==> src/rtl/core/bcad_pkg.sv <==
// Shared types, constants and action codes for the click action detector.
package bcad_pkg;

   localparam int TIME_BITS     = 32;
   localparam int EXPANDER_PINS = 16;
   localparam int PIN_BITS      = 4;
   localparam int MS_BITS       = 16;
   localparam int ACT_BITS      = 3;
   localparam int CSR_IDX_BITS  = 3;
   localparam int CSR_DATA_BITS = 16;

   typedef logic [ACT_BITS-1:0]     act_type;
   typedef logic [TIME_BITS-1:0]    time_type;
   typedef logic [PIN_BITS-1:0]     pin_type;
   typedef logic [MS_BITS-1:0]      ms_type;
   typedef logic [CSR_IDX_BITS-1:0] csr_idx_type;

   localparam act_type ACT_NONE   = 3'd0;
   localparam act_type ACT_MENU   = 3'd1;
   localparam act_type ACT_SINGLE = 3'd2;
   localparam act_type ACT_DOUBLE = 3'd3;
   localparam act_type ACT_H      = 3'd4;
   localparam act_type ACT_J      = 3'd5;
   localparam act_type ACT_K      = 3'd6;
   localparam act_type ACT_L      = 3'd7;

   localparam csr_idx_type CSR_DEBOUNCE = 3'd0;
   localparam csr_idx_type CSR_DOUBLE   = 3'd1;
   localparam csr_idx_type CSR_CHANGE   = 3'd2;
   localparam csr_idx_type CSR_LEFT     = 3'd3;
   localparam csr_idx_type CSR_DOWN     = 3'd4;
   localparam csr_idx_type CSR_UP       = 3'd5;
   localparam csr_idx_type CSR_RIGHT    = 3'd6;

   localparam ms_type  RST_DEBOUNCE = 16'd80;
   localparam ms_type  RST_DOUBLE   = 16'd300;
   localparam pin_type RST_CHANGE   = 4'd0;
   localparam pin_type RST_LEFT     = 4'd1;
   localparam pin_type RST_DOWN     = 4'd2;
   localparam pin_type RST_UP       = 4'd3;
   localparam pin_type RST_RIGHT    = 4'd4;

   typedef struct packed {
      ms_type  debounce_ms;
      ms_type  double_click_ms;
      pin_type change_pin;
      pin_type left_pin;
      pin_type down_pin;
      pin_type up_pin;
      pin_type right_pin;
   } cfg_type;

   typedef struct packed {
      logic [31:0] time_ms;
      logic        menu_pressed;
      logic        pin_event_valid;
      pin_type     event_pin;
      logic        consume;
   } req_type;

endpackage

==> src/rtl/core/button_click_action_detector_top.sv <==
// Top level of the click action detector: beat registers, handshake and units.
// An accepted request beat waits in req_ff; processing it loads the response register.
// Throughput: one request beat per unstalled cycle; the state update is one short pass per poll.
// Stalls on the response side back up through the request stage after one held beat.
// Reset (synchronous, active high) clears both valid flags, the detector state and
// restores the configuration defaults; nothing else needs a clearing pass.
module button_click_action_detector_top
   import bcad_pkg::*;
(
   input  logic                     clock,
   input  logic                     reset,
   // request channel
   input  logic                     req_valid,
   output logic                     req_stall,
   input  logic [31:0]              req_time_ms,
   input  logic                     req_menu_pressed,
   input  logic                     req_pin_event_valid,
   input  logic [PIN_BITS-1:0]      req_event_pin,
   input  logic                     req_consume,
   // response channel
   output logic                     rsp_valid,
   input  logic                     rsp_stall,
   output logic [ACT_BITS-1:0]      rsp_action,
   // configuration write port
   input  logic                     csr_wr_en,
   input  logic [CSR_IDX_BITS-1:0]  csr_index,
   input  logic [CSR_DATA_BITS-1:0] csr_wdata
);

   req_type req_ff;
   logic    in_valid_ff, in_valid_in;
   logic    rsp_valid_ff, rsp_valid_in;
   act_type rsp_action_ff;
   act_type core_action;
   cfg_type cfg;
   logic    advance;
   logic    step_en;
   logic    req_take;

   // The response register can take a new beat when empty or being drained.
   assign advance   = !rsp_valid_ff || !rsp_stall;
   // Hold the request beat while it cannot move on.
   assign req_stall = in_valid_ff && !advance;
   assign req_take  = req_valid && !req_stall;
   // Process the held request beat: update state, load the response.
   assign step_en   = in_valid_ff && advance;

   always_comb begin
      if (req_take) begin
         in_valid_in = 1'b1;
      end else if (step_en) begin
         in_valid_in = 1'b0;
      end else begin
         in_valid_in = in_valid_ff;
      end

      if (step_en) begin
         rsp_valid_in = 1'b1;
      end else if (!rsp_stall) begin
         rsp_valid_in = 1'b0;
      end else begin
         rsp_valid_in = rsp_valid_ff;
      end
   end

   always_ff @(posedge clock) begin
      if (reset) begin
         in_valid_ff  <= 1'b0;
         rsp_valid_ff <= 1'b0;
      end else begin
         in_valid_ff  <= in_valid_in;
         rsp_valid_ff <= rsp_valid_in;
      end
   end

   // Payload registers: capture on take, no reset.
   always_ff @(posedge clock) begin
      if (req_take) begin
         req_ff.time_ms         <= req_time_ms;
         req_ff.menu_pressed    <= req_menu_pressed;
         req_ff.pin_event_valid <= req_pin_event_valid;
         req_ff.event_pin       <= req_event_pin;
         req_ff.consume         <= req_consume;
      end
      if (step_en) begin
         rsp_action_ff <= core_action;
      end
   end

   bcad_csr u_csr (
      .clock     (clock),
      .reset     (reset),
      .csr_wr_en (csr_wr_en),
      .csr_index (csr_index),
      .csr_wdata (csr_wdata),
      .cfg       (cfg)
   );

   bcad_core u_core (
      .clock   (clock),
      .reset   (reset),
      .step_en (step_en),
      .req     (req_ff),
      .cfg     (cfg),
      .action  (core_action)
   );

   assign rsp_valid  = rsp_valid_ff;
   assign rsp_action = rsp_action_ff;

   a_step_gives_beat: assert property (@(posedge clock) disable iff (reset)
      step_en |=> rsp_valid_ff)
      else $error("processed request left no response beat");

   a_rsp_from_req: assert property (@(posedge clock) disable iff (reset)
      $rose(rsp_valid_ff) |-> $past(in_valid_ff))
      else $error("response beat appeared without a request beat");

endmodule

==> src/rtl/core/bcad_csr.sv <==
// Configuration registers of the click action detector.
module bcad_csr
   import bcad_pkg::*;
(
   input  logic                     clock,
   input  logic                     reset,
   input  logic                     csr_wr_en,
   input  csr_idx_type              csr_index,
   input  logic [CSR_DATA_BITS-1:0] csr_wdata,
   output cfg_type                  cfg
);

   cfg_type cfg_ff;
   cfg_type cfg_in;

   always_comb begin
      cfg_in = cfg_ff;
      if (csr_wr_en) begin
         case (csr_index)
            CSR_DEBOUNCE: cfg_in.debounce_ms     = csr_wdata[MS_BITS-1:0];
            CSR_DOUBLE:   cfg_in.double_click_ms = csr_wdata[MS_BITS-1:0];
            CSR_CHANGE:   cfg_in.change_pin      = csr_wdata[PIN_BITS-1:0];
            CSR_LEFT:     cfg_in.left_pin        = csr_wdata[PIN_BITS-1:0];
            CSR_DOWN:     cfg_in.down_pin        = csr_wdata[PIN_BITS-1:0];
            CSR_UP:       cfg_in.up_pin          = csr_wdata[PIN_BITS-1:0];
            CSR_RIGHT:    cfg_in.right_pin       = csr_wdata[PIN_BITS-1:0];
            default:      cfg_in = cfg_ff;  // no register here: drop the write
         endcase
      end
   end

   always_ff @(posedge clock) begin
      if (reset) begin
         cfg_ff.debounce_ms     <= RST_DEBOUNCE;
         cfg_ff.double_click_ms <= RST_DOUBLE;
         cfg_ff.change_pin      <= RST_CHANGE;
         cfg_ff.left_pin        <= RST_LEFT;
         cfg_ff.down_pin        <= RST_DOWN;
         cfg_ff.up_pin          <= RST_UP;
         cfg_ff.right_pin       <= RST_RIGHT;
      end else begin
         cfg_ff <= cfg_in;
      end
   end

   assign cfg = cfg_ff;

endmodule

==> src/rtl/core/bcad_core.sv <==
// Detector state and the single-pass update for one poll.
module bcad_core
   import bcad_pkg::*;
(
   input  logic    clock,
   input  logic    reset,
   input  logic    step_en,
   input  req_type req,
   input  cfg_type cfg,
   output act_type action
);

   time_type menu_time_ff, menu_time_in;
   logic     menu_down_ff, menu_down_in;
   logic     click_wait_ff, click_wait_in;
   time_type click_start_ff, click_start_in;
   time_type last_event_ff, last_event_in;
   act_type  pending_ff, pending_in;

   time_type now;
   time_type menu_gap;
   time_type click_gap;
   time_type event_gap;
   time_type debounce_ext;
   time_type double_ext;
   logic     pin_in_range;
   act_type  act;
   act_type  key_act;

   assign now          = req.time_ms[TIME_BITS-1:0];
   assign menu_gap     = now - menu_time_ff;
   assign click_gap    = now - click_start_ff;
   assign event_gap    = now - last_event_ff;
   assign debounce_ext = {{(TIME_BITS-MS_BITS){1'b0}}, cfg.debounce_ms};
   assign double_ext   = {{(TIME_BITS-MS_BITS){1'b0}}, cfg.double_click_ms};
   assign pin_in_range = (int'(req.event_pin) < EXPANDER_PINS);

   // First match wins in the order H, J, K, L.
   always_comb begin
      if (req.event_pin == cfg.left_pin) begin
         key_act = ACT_H;
      end else if (req.event_pin == cfg.down_pin) begin
         key_act = ACT_J;
      end else if (req.event_pin == cfg.up_pin) begin
         key_act = ACT_K;
      end else if (req.event_pin == cfg.right_pin) begin
         key_act = ACT_L;
      end else begin
         key_act = ACT_NONE;
      end
   end

   always_comb begin
      act            = pending_ff;
      menu_time_in   = menu_time_ff;
      click_wait_in  = click_wait_ff;
      click_start_in = click_start_ff;
      last_event_in  = last_event_ff;

      if (req.menu_pressed && !menu_down_ff && (menu_gap > debounce_ext)) begin
         act          = ACT_MENU;
         menu_time_in = now;
      end
      menu_down_in = req.menu_pressed;

      if (click_wait_ff && (click_gap >= double_ext)) begin
         act           = ACT_SINGLE;
         click_wait_in = 1'b0;
      end

      if (req.pin_event_valid && pin_in_range && (event_gap >= debounce_ext)) begin
         if (req.event_pin == cfg.change_pin) begin
            if (!click_wait_in) begin
               click_wait_in  = 1'b1;
               click_start_in = now;
            end else begin
               act           = ACT_DOUBLE;
               click_wait_in = 1'b0;
            end
         end else if (key_act != ACT_NONE) begin
            act = key_act;
         end
         last_event_in = now;
      end

      pending_in = req.consume ? ACT_NONE : act;
   end

   assign action = act;

   always_ff @(posedge clock) begin
      if (reset) begin
         menu_time_ff   <= '0;
         menu_down_ff   <= 1'b0;
         click_wait_ff  <= 1'b0;
         click_start_ff <= '0;
         last_event_ff  <= '0;
         pending_ff     <= ACT_NONE;
      end else if (step_en) begin
         menu_time_ff   <= menu_time_in;
         menu_down_ff   <= menu_down_in;
         click_wait_ff  <= click_wait_in;
         click_start_ff <= click_start_in;
         last_event_ff  <= last_event_in;
         pending_ff     <= pending_in;
      end
   end

   a_click_start_is_event: assert property (@(posedge clock) disable iff (reset)
      $rose(click_wait_ff) |-> (click_start_ff == last_event_ff))
      else $error("click started without matching event time");

   a_consume_clears: assert property (@(posedge clock) disable iff (reset)
      (step_en && req.consume) |=> (pending_ff == ACT_NONE))
      else $error("pending action survived a consume");

endmodule

==> config.mk <==
export PLATFORM = sky130hd
export DESIGN_NAME = button_click_action_detector_top
export DESIGN_NICKNAME = d
export VERILOG_FILES = /design/src/rtl/core/bcad_pkg.sv /design/src/rtl/core/button_click_action_detector_top.sv /design/src/rtl/core/bcad_csr.sv /design/src/rtl/core/bcad_core.sv
export SDC_FILE = /design/constraint.sdc
export NUM_CORES = 1
export LEC_CHECK = 0
export BUFFER_PORTS_ARGS = -buffer_cell sky130_fd_sc_hd__buf_2
export CAP_MARGIN = 20
export CORE_ASPECT_RATIO = 0.75
export CORE_MARGIN = 2
export CORE_UTILIZATION = 45
export CTS_CLUSTER_SIZE = 28
export DETAILED_ROUTE_END_ITERATION = 10
export PLACE_DENSITY_LB_ADDON = 0.08
export SYNTH_ARGS = -nofsm -noshare
export SYNTH_HDL_FRONTEND = slang
export SYNTH_HIERARCHICAL = 1
export SYNTH_SLANG_ARGS = --single-unit
==> constraint.sdc <==
create_clock -name clock -period 5.4 [get_ports clock]
set_input_delay 0.81 -clock clock [delete_from_list [all_inputs] [get_ports clock]]
set_output_delay 0.81 -clock clock [all_outputs]
set_load 0.01 [all_outputs]
==> results of run 1 <==
==> cell usage in the layout, fill, tap and decap left out, drive strengths merged, types with 6 or more instances in the layout <==
cell,synthesis,layout
nor3,29,29
o21a,18,18
a41oi,7,7
nand2,101,101
clkbuf,60,20
or3,11,11
nor2,150,150
a21o,39,39
mux2i,119,119
xor2,37,37
clkinv,0,7
o211ai,23,23
inv,155,163
a2111oi,11,11
nand3,59,59
and2,6,6
o21bai,7,7
and3,6,6
nor4,11,11
xnor2,46,46
dfxtp,155,155
o21ai,98,98
o31ai,11,11
ha,141,141
a21oi,156,156
nor2b,12,12
nand4,42,42
buf,28,105
nand2b,71,71
edfxtp,42,42
or4,7,7
o2111ai,17,17
a211oi,19,19
a31oi,8,8
==> cell families after synthesis <==
| group | after synthesis |
|---|---|
| buf+inv | 243 |
| xor+xnor | 83 |
| flops | 197 |
| fa+ha+maj | 144 |
| mux | 119 |
| simple gates | 531 |
| compound gates | 473 |
==> stage by stage <==
stage,total power [mW],setup TNS (ps),instances,instance area (µm²)
2_1_floorplan,2.33,0,1790,14900
3_3_place_gp,2.58,0,2239,15700
3_5_place_dp,2.60,0,2239,15700
4_1_cts,3.96,0,2271,16300
5_1_grt,4.16,-946,2284,16600
6_report,3.96,0,2284,16600
==> area by class of cell <==
cell class	instances	area, µm²	area share (%)
Sequential cell	197	4360	26.3
Multi-Input combinational cell	1350	9690	58.4
Inverter	155	582	3.51
Timing Repair Buffer	108	781	4.71
Clock buffer	17	425	2.57
Tap cell	442	553	3.34
Clock inverter	15	181	1.09
==> timing repair <==
action | in CTS | in global routing
resized for setup | 0 | 15
setup buffers | 0 | 9
endpoints found under the setup margin | 0 | 103
==> registers in the layout (all words and copies together) (netlist names) <==
register,cells
u_csr/cfg,52
u_core/menu_time_ff,32
rsp_action,3
u_core/click_wait_ff,1
in_valid_ff,1
u_core/pending_ff,3
req_ff,39
u_core/last_event_ff,32
u_core/menu_down_ff,1
rsp_valid,1
u_core/click_start_ff,32
==> tightest hold or removal path: cells and delay by family (launching register included) <==
family	cells	cell delay [ps]
flops	1	320
simple gates	1	50
compound gates	1	50
==> routing by layer <==
layer | share of wire (%) | GRT usage [%] | routed length [µm] | up-vias
met1 | 50 | 37.1 | 22300 | 6352
met5 | 0 | 0 | 0 | -
met4 | 1.5 | 5.68 | 664 | 0
li1 | - | - | - | 6546
met3 | 6.1 | 4.68 | 2740 | 42
met2 | 42 | 38.1 | 19000 | 356
==> Yosys cell counts (6+ instances only) <==
cell type / n
o21bai_1: 7
edfxtp_1: 42
o21ai_1: 21
buf_4: 8
a2111oi_0: 11
nand2_1: 101
clkbuf_1: 59
a31oi_1: 8
a211oi_1: 18
o31ai_1: 10
o21a_1: 18
o2111ai_1: 15
buf_2: 10
nor3_1: 28
xnor2_1: 46
and3_1: 6
nor2b_1: 12
and2_1: 6
nor2_1: 150
inv_1: 155
nor4_1: 10
or4_1: 6
a41oi_1: 7
o21ai_0: 77
or3_1: 11
nand3_1: 58
o211ai_1: 21
a21o_1: 38
a21oi_1: 152
dfxtp_1: 155
xor2_1: 37
nand2b_1: 71
mux2i_1: 119
ha_1: 141
nand4_1: 42
==> final timing paths <==
kind / start / end / slack [ps] / cells past startpoint
min: u_core/last_event_ff[1] / u_core/last_event_ff[1] / 470 / 2
min reg2reg: u_core/last_event_ff[1] / u_core/last_event_ff[1] / 470 / 2
max: req_ff[10] / rsp_action[1] / 230 / 19
max reg2reg: req_ff[10] / rsp_action[1] / 230 / 19
==> where the power goes <==
group	switching, mW	total (mW)	internal [mW]
combinational	0.598	1.00	0.403
sequential	0.0558	1.61	1.55
clock	0.716	1.35	0.632
==> results by group, run 1 <==
Clock tree
  • CTS tree: done
  • CTS Buffer Depth: 2
  • CTS H-tree depth: 4
  • Root Buffer: clkbuf_16
  • CTS clk-pin slew, worst paths: 90 ps
  • Later-pin clock latency in the skew report: 470 ps
  • CTS Buf Count: 17
  • Clk sinks: just under 200
  • Hold_buf cts: 0

Floorplanning
  • Core area: between 30000 and 40000 µm²
  • Num rows: 57
  • Initial Utilization: between 40% and 50%
  • Ports: around 70
  • Die X: roughly 210 µm
  • Die area: between 30000 and 40000 µm²
  • Die height: between 150 and 200 µm

Setup path
  • Max FO, Critical Path: 6
  • WP data required: between 5000 and 6000 ps
  • Buf/Inv on CP: 0
  • CP max stage delay: between 500 and 600 ps
  • Crit path DAT: about 5400 ps
  • Critical path's top delay family: compound AO/OA/AOI/OAI gates
  • CP Class: register to register
  • Crit path cell chain: ha_1 -> a21o_1 -> a21oi_2 -> nand2_1 -> a21o_1 -> a21oi_1 -> xnor2_1 -> ha_1 -> and2_1 -> a221oi_2 -> o21ai_2 -> a211oi_1 -> nand4_1 -> a211oi_2 -> nand4_1 -> o41ai_4 -> o211ai_2 -> o32ai_2 -> nor2_1
  • Crit. End Element: register
  • CP Launch Type: register
  • Slowest CP cell: edfxtp_1

Place
  • Pre-CTS setup slack: 106 ps
  • Port buffer count: 67
  • DP HPWL: between 30000 and 40000 µm
  • GPL Wtd Cong: around 0.96

Hold path
  • Hold Path Class: register to register

Power and ir drop
  • Cell Pwr Density: ~240 nW/µm²
  • Pleak: ~6.6 nW
  • Peak VDD IR: around 0.00021 V

Route
  • DRT Pass-1 Iters: 6
  • Starting DRT DRC Count: around 1.0k
  • Wirelength per Cell: approximately 20 µm
  • Final ANT Viol Nets: 0
  • DR vias: approximately 13k
  • Vias/cell: ~5.8
  • # DRC: 0
  • Total Wirelength: 44700 µm

Timing
  • Skew final: about 15 ps
  • Final Hold Viols: 0
  • Setup slack after layout: between 200 and 250 ps
  • Hold slack: ~470 ps
  • Tmin final: 5170 ps
  • Fmax: 0.194 GHz
  • Final cycle utilization of the critical path: a little over nine tenths
  • Worst slew pin tran: around 750 ps
  • Setup Viol. Count Final: 0
  • Slew HR: 49.8%
  • Slew Limit Fails: 0

Global route
  • Gr ovfl total: 0
  • First-pass GRT wire length: a little under 70000 µm
  • Total GRT Usage: roughly a quarter
  • Number of global-route vias before repair: about 12k
  • Initial antenna violation count: 0
  • Largest net degree at the start of global routing: 123

Logic synthesis
  • Share of the synthesized area in the top cell type: 20.8%
  • Yosys warnings: 6
  • Post-synthesis register bit count: just under 200
  • Synth Area in XOR/XNOR: 4.87%
  • Number of flops mapped to enable cells by yosys: 42
  • Synth area leaders: dfxtp_1 (21%), ha_1 (12%), edfxtp_1 (8.4%)
  • Largest family of logic cells by synthesized area: compound AO/OA/AOI/OAI gates
  • Mux contribution to synthesized area: ~8%
  • Post-Syn Area per Cell: between 8 and 9 µm²
  • Dominant synthesized flop cell: dfxtp_1
  • Yosys cell types: 90
  • Sequential area share after synthesis: about 29%
  • Netlist Area Pre-Place: between 10000 and 15000 µm²
  • Post-synthesis adder-cell area fraction: between 10% and 20%
  • Synth area leader: dfxtp_1
  • Post-Syn Instances: roughly 1.8k
  • Post-synthesis simple-gate area fraction: between 10% and 20%
  • Synth async-reset ratio: 0%
  • Synth Net Count: between 1.5k and 2k
  • Synth Area in Compound Gates: between 20% and 30%

Layout
  • Nets: between 2k and 2.5k
  • Number of diodes: 0
  • Area grow syn2layout: 11.0%
  • Final core occ: between 50% and 60%
  • # fillers: around 3.2k
  • Share of layout cells above drive strength 1: between 9 and 10%

Flow run
  • # Max-Cap Violations: 0

Status
  • Status: finished clean
Power figures use the tool's default switching activity.
==> run 2, diff against run 1 <==
- ABC_AREA: unset -> 1
- SYNTH_HIERARCHICAL: 1 -> unset
==> results by group, run 2 <==
Logic synthesis
  • Yosys cell types: 48 (-47%)
  • Post-Syn Instances: 2471 (+38%)
  • Sequential area share after synthesis: 28.1% (-1.2 points)
  • Synth area leaders: dfxtp_1 (20%), nand2_1 (17%), ha_1 (11%)
  • Number of flops mapped to enable cells by yosys: 42 (unchanged)
  • Synth area leader: dfxtp_1
  • Most frequent cell after synthesis: nand2_1
  • Synth top cells by count: nand2_1 (716), inv_1 (447), nor2_1 (285), a21oi_1 (177), dfxtp_1 (155)
  • Netlist Area Pre-Place: 15500 µm² (+4.1%)
  • Yosys warnings: 0 (-6)
  • Post-synthesis register bit count: 197 (unchanged)
  • Dominant synthesized flop cell: dfxtp_1
  • Share of the synthesized area in the top cell type: 20.0% (-0.82 points)
  • Synth Net Count: 2678 (+34%)
  • Post-Syn Area per Cell: 6.29 µm² (-25%)
  • Synth async-reset ratio: 0% (unchanged)

Global route
  • First-pass GRT wire length: 76400 µm (+12%)
  • Initial antenna violation count: 0 (unchanged)
  • Total GRT Usage: 27.4% (+2.2 points)
  • Gr ovfl total: 0 (unchanged)
  • Largest net degree at the start of global routing: 98 (-20%)
  • Number of global-route vias before repair: 14.2k (+16%)

Route
  • Starting DRT DRC Count: 1279 (+22%)
  • # DRC: 0 (unchanged)
  • Vias/cell: 5.15 (-12%)
  • Total Wirelength: 48300 µm (+8.2%)
  • DRT Pass-1 Iters: 5 (-1)
  • Final ANT Viol Nets: 0 (unchanged)
  • Wirelength per Cell: 16.1 µm (-17%)
  • DR vias: 15.4k (+16%)

Floorplanning
  • Die X: 219 µm (+2.0%)
  • Die area: 36100 µm² (+4.0%)
  • Core area: 33700 µm² (+3.8%)
  • Ports: 68 (unchanged)
  • Initial Utilization: 46.1% (+0.15 points)
  • Num rows: 58 (+1.8%)
  • Die height: 165 µm (+2.0%)

Timing
  • Worst slew pin tran: 1030 ps (+282 ps)
  • Fmax: 0.207 GHz (+6.9%)
  • Slew Limit Fails: 0 (unchanged)
  • Final cycle utilization of the critical path: 89.5% (-6.2 points)
  • Skew final: 18.1 ps (+3.08 ps)
  • Fin Setup TNS: 0 ps (unchanged)
  • Final Hold Viols: 0 (unchanged)
  • Unrepaired setup endpoints after global routing: no
  • Setup Viol. Count Final: 0 (unchanged)
  • Tmin final: 4830 ps (-333 ps)
  • Slew HR: 31.3% (-19 points)

Hold path
  • Hold EP: u_core.menu_time_ff[0]
  • Min-delay src: u_core.menu_time_ff[0]
  • Hold Path Class: register to register
  • Hold Path Depth: 2 (unchanged)

Setup path
  • Worst r2r path cells: 28 (+9)
  • Reg2reg end: u_core.menu_time_ff[30]
  • Crit path DAT: 5180 ps (-210 ps)
  • R2R Path Start: req_ff[13]
  • Crit. End Element: register
  • CP Launch Type: register
  • CP most frequent cell: nand2_1
  • CP Class: register to register
  • Slowest CP cell: edfxtp_1
  • R2R Setup Slk: 570 ps (+330 ps)
  • CP max stage delay: 520 ps (-40 ps)
  • Max FO, Critical Path: 44 (+38)
  • WP data required: 5750 ps (+130 ps)

Power and ir drop
  • Final Power: 4.18 mW (+5.7%)
  • Pleak: 8.48 nW (+28%)
  • Peak VDD IR: 0.000170 V (-20%)
  • Cell Pwr Density: 247 nW/µm² (+3.4%)

Layout
  • Share of layout cells above drive strength 1: 6.13% (-3.9 points)
  • Area grow syn2layout: 8.88%
  • Number of diodes: 0 (unchanged)
  • Most common cell after layout, fill and taps aside: nand2_1
  • Nets: 2737 (+34%)
  • Most frequent cells in the layout: nand2_1 (716), inv_1 (445), nor2_1 (285)
  • Max reg flops: 52 (unchanged)

Clock tree
  • Clk sinks: 197 (unchanged)
  • Root Buffer: clkbuf_16
  • Post-CTS setup buffers: 0 (unchanged)
  • CTS Buf Count: 17 (unchanged)
  • CTS tree: done
  • CTS Buffer Depth: 2 (unchanged)
  • Later-pin clock latency in the skew report: 470 ps (about the same)
  • CTS H-tree depth: 4 (unchanged)
  • CTS clk-pin slew, worst paths: 80 ps (about the same)

Status
  • Status: finished clean

Flow run
  • # Max-Cap Violations: 0 (unchanged)

Place
  • DP HPWL: 39400 µm (+17%)
  • GPL Wtd Cong: 0.918 (-4.0%)
  • Port buffer count: 67 (unchanged)
run 2: kinds of logic after synthesis:
family	Yosys count	synth area share (%)
AOI/OAI and AO/OA	365	12.3
xor gates and xnor gates	65	3.66
adders and majority gates	144	11.7
buffers and inverters	500	12.6
DFF	197	28.1
and+or+nand+nor	1200	31.6
run 2: power by group:
group          internal (mW)  total, mW  leakage, nW  switching [mW]
registers               1.57       1.63         1.67          0.0594
logic                  0.430       1.23         6.52           0.799
clock network          0.646       1.32        0.286           0.676
total                   2.64       4.18         8.48            1.54
run 2: final cells by class:
type	count	area [µm²]
flip-flops and latches	197	4360
well taps	450	563
clock inverters	12	125
multi-input cells	1774	9230
repair buffers	84	467
clock buffers	20	458
inverters	456	1720
fillers	3567	16800
run 2: worst max path at each step:
| stage | start | endpoint | cells past startpoint |
|---|---|---|---|
| 2_1_floorplan | req_ff[8] | rsp_action[0] | 31 |
| 3_3_place_gp | req_ff[13] | u_core.menu_time_ff[0] | 28 |
| 3_5_place_dp | req_ff[13] | u_core.menu_time_ff[29] | 28 |
| 4_1_cts | req_ff[13] | u_core.menu_time_ff[29] | 28 |
| 5_1_grt | req_ff[13] | u_core.menu_time_ff[1] | 26 |
| 6_report | req_ff[13] | u_core.menu_time_ff[30] | 28 |
run 2: per-layer routing:
layer  GRT usage, %  up-vias  part of all wire [%]
met5              0        -                     0
met4           4.95        0                   1.1
met3           3.72       32                   6.3
met2           41.6      444                    41
met1           41.5     7048                    52
li1               -     7877                     -
run 2: worst max-delay path, delay by kind of cell (launching register included):
kind / cells / cell delay [ps]
AOI/OAI and AO/OA: 3 / 440
xor gates and xnor gates: 1 / 210
adders and majority gates: 2 / 720
buffers and inverters: 3 / 680
DFF: 1 / 520
and+or+nand+nor: 19 / 2120
run 2: timing repair:
action / 4_1_cts / 5_1_grt
hold buffers: 0 / 0
setup endpoints to repair: 0 / 3
gates resized for setup: 0 / 1
run 2: through the flow:
stage          cell area, µm²  utilization, %  setup slack [ps]  cells  hold slack (ps)
6_report                16900            50.2               567   2993              458
2_1_floorplan           15500               -              1990   2471              427
3_3_place_gp            16300            48.4               663   2961              445
3_5_place_dp            16300            48.4               566   2961              448
5_1_grt                 16900            50.2              87.9   2993              472
4_1_cts                 16900            50.2               521   2993              460
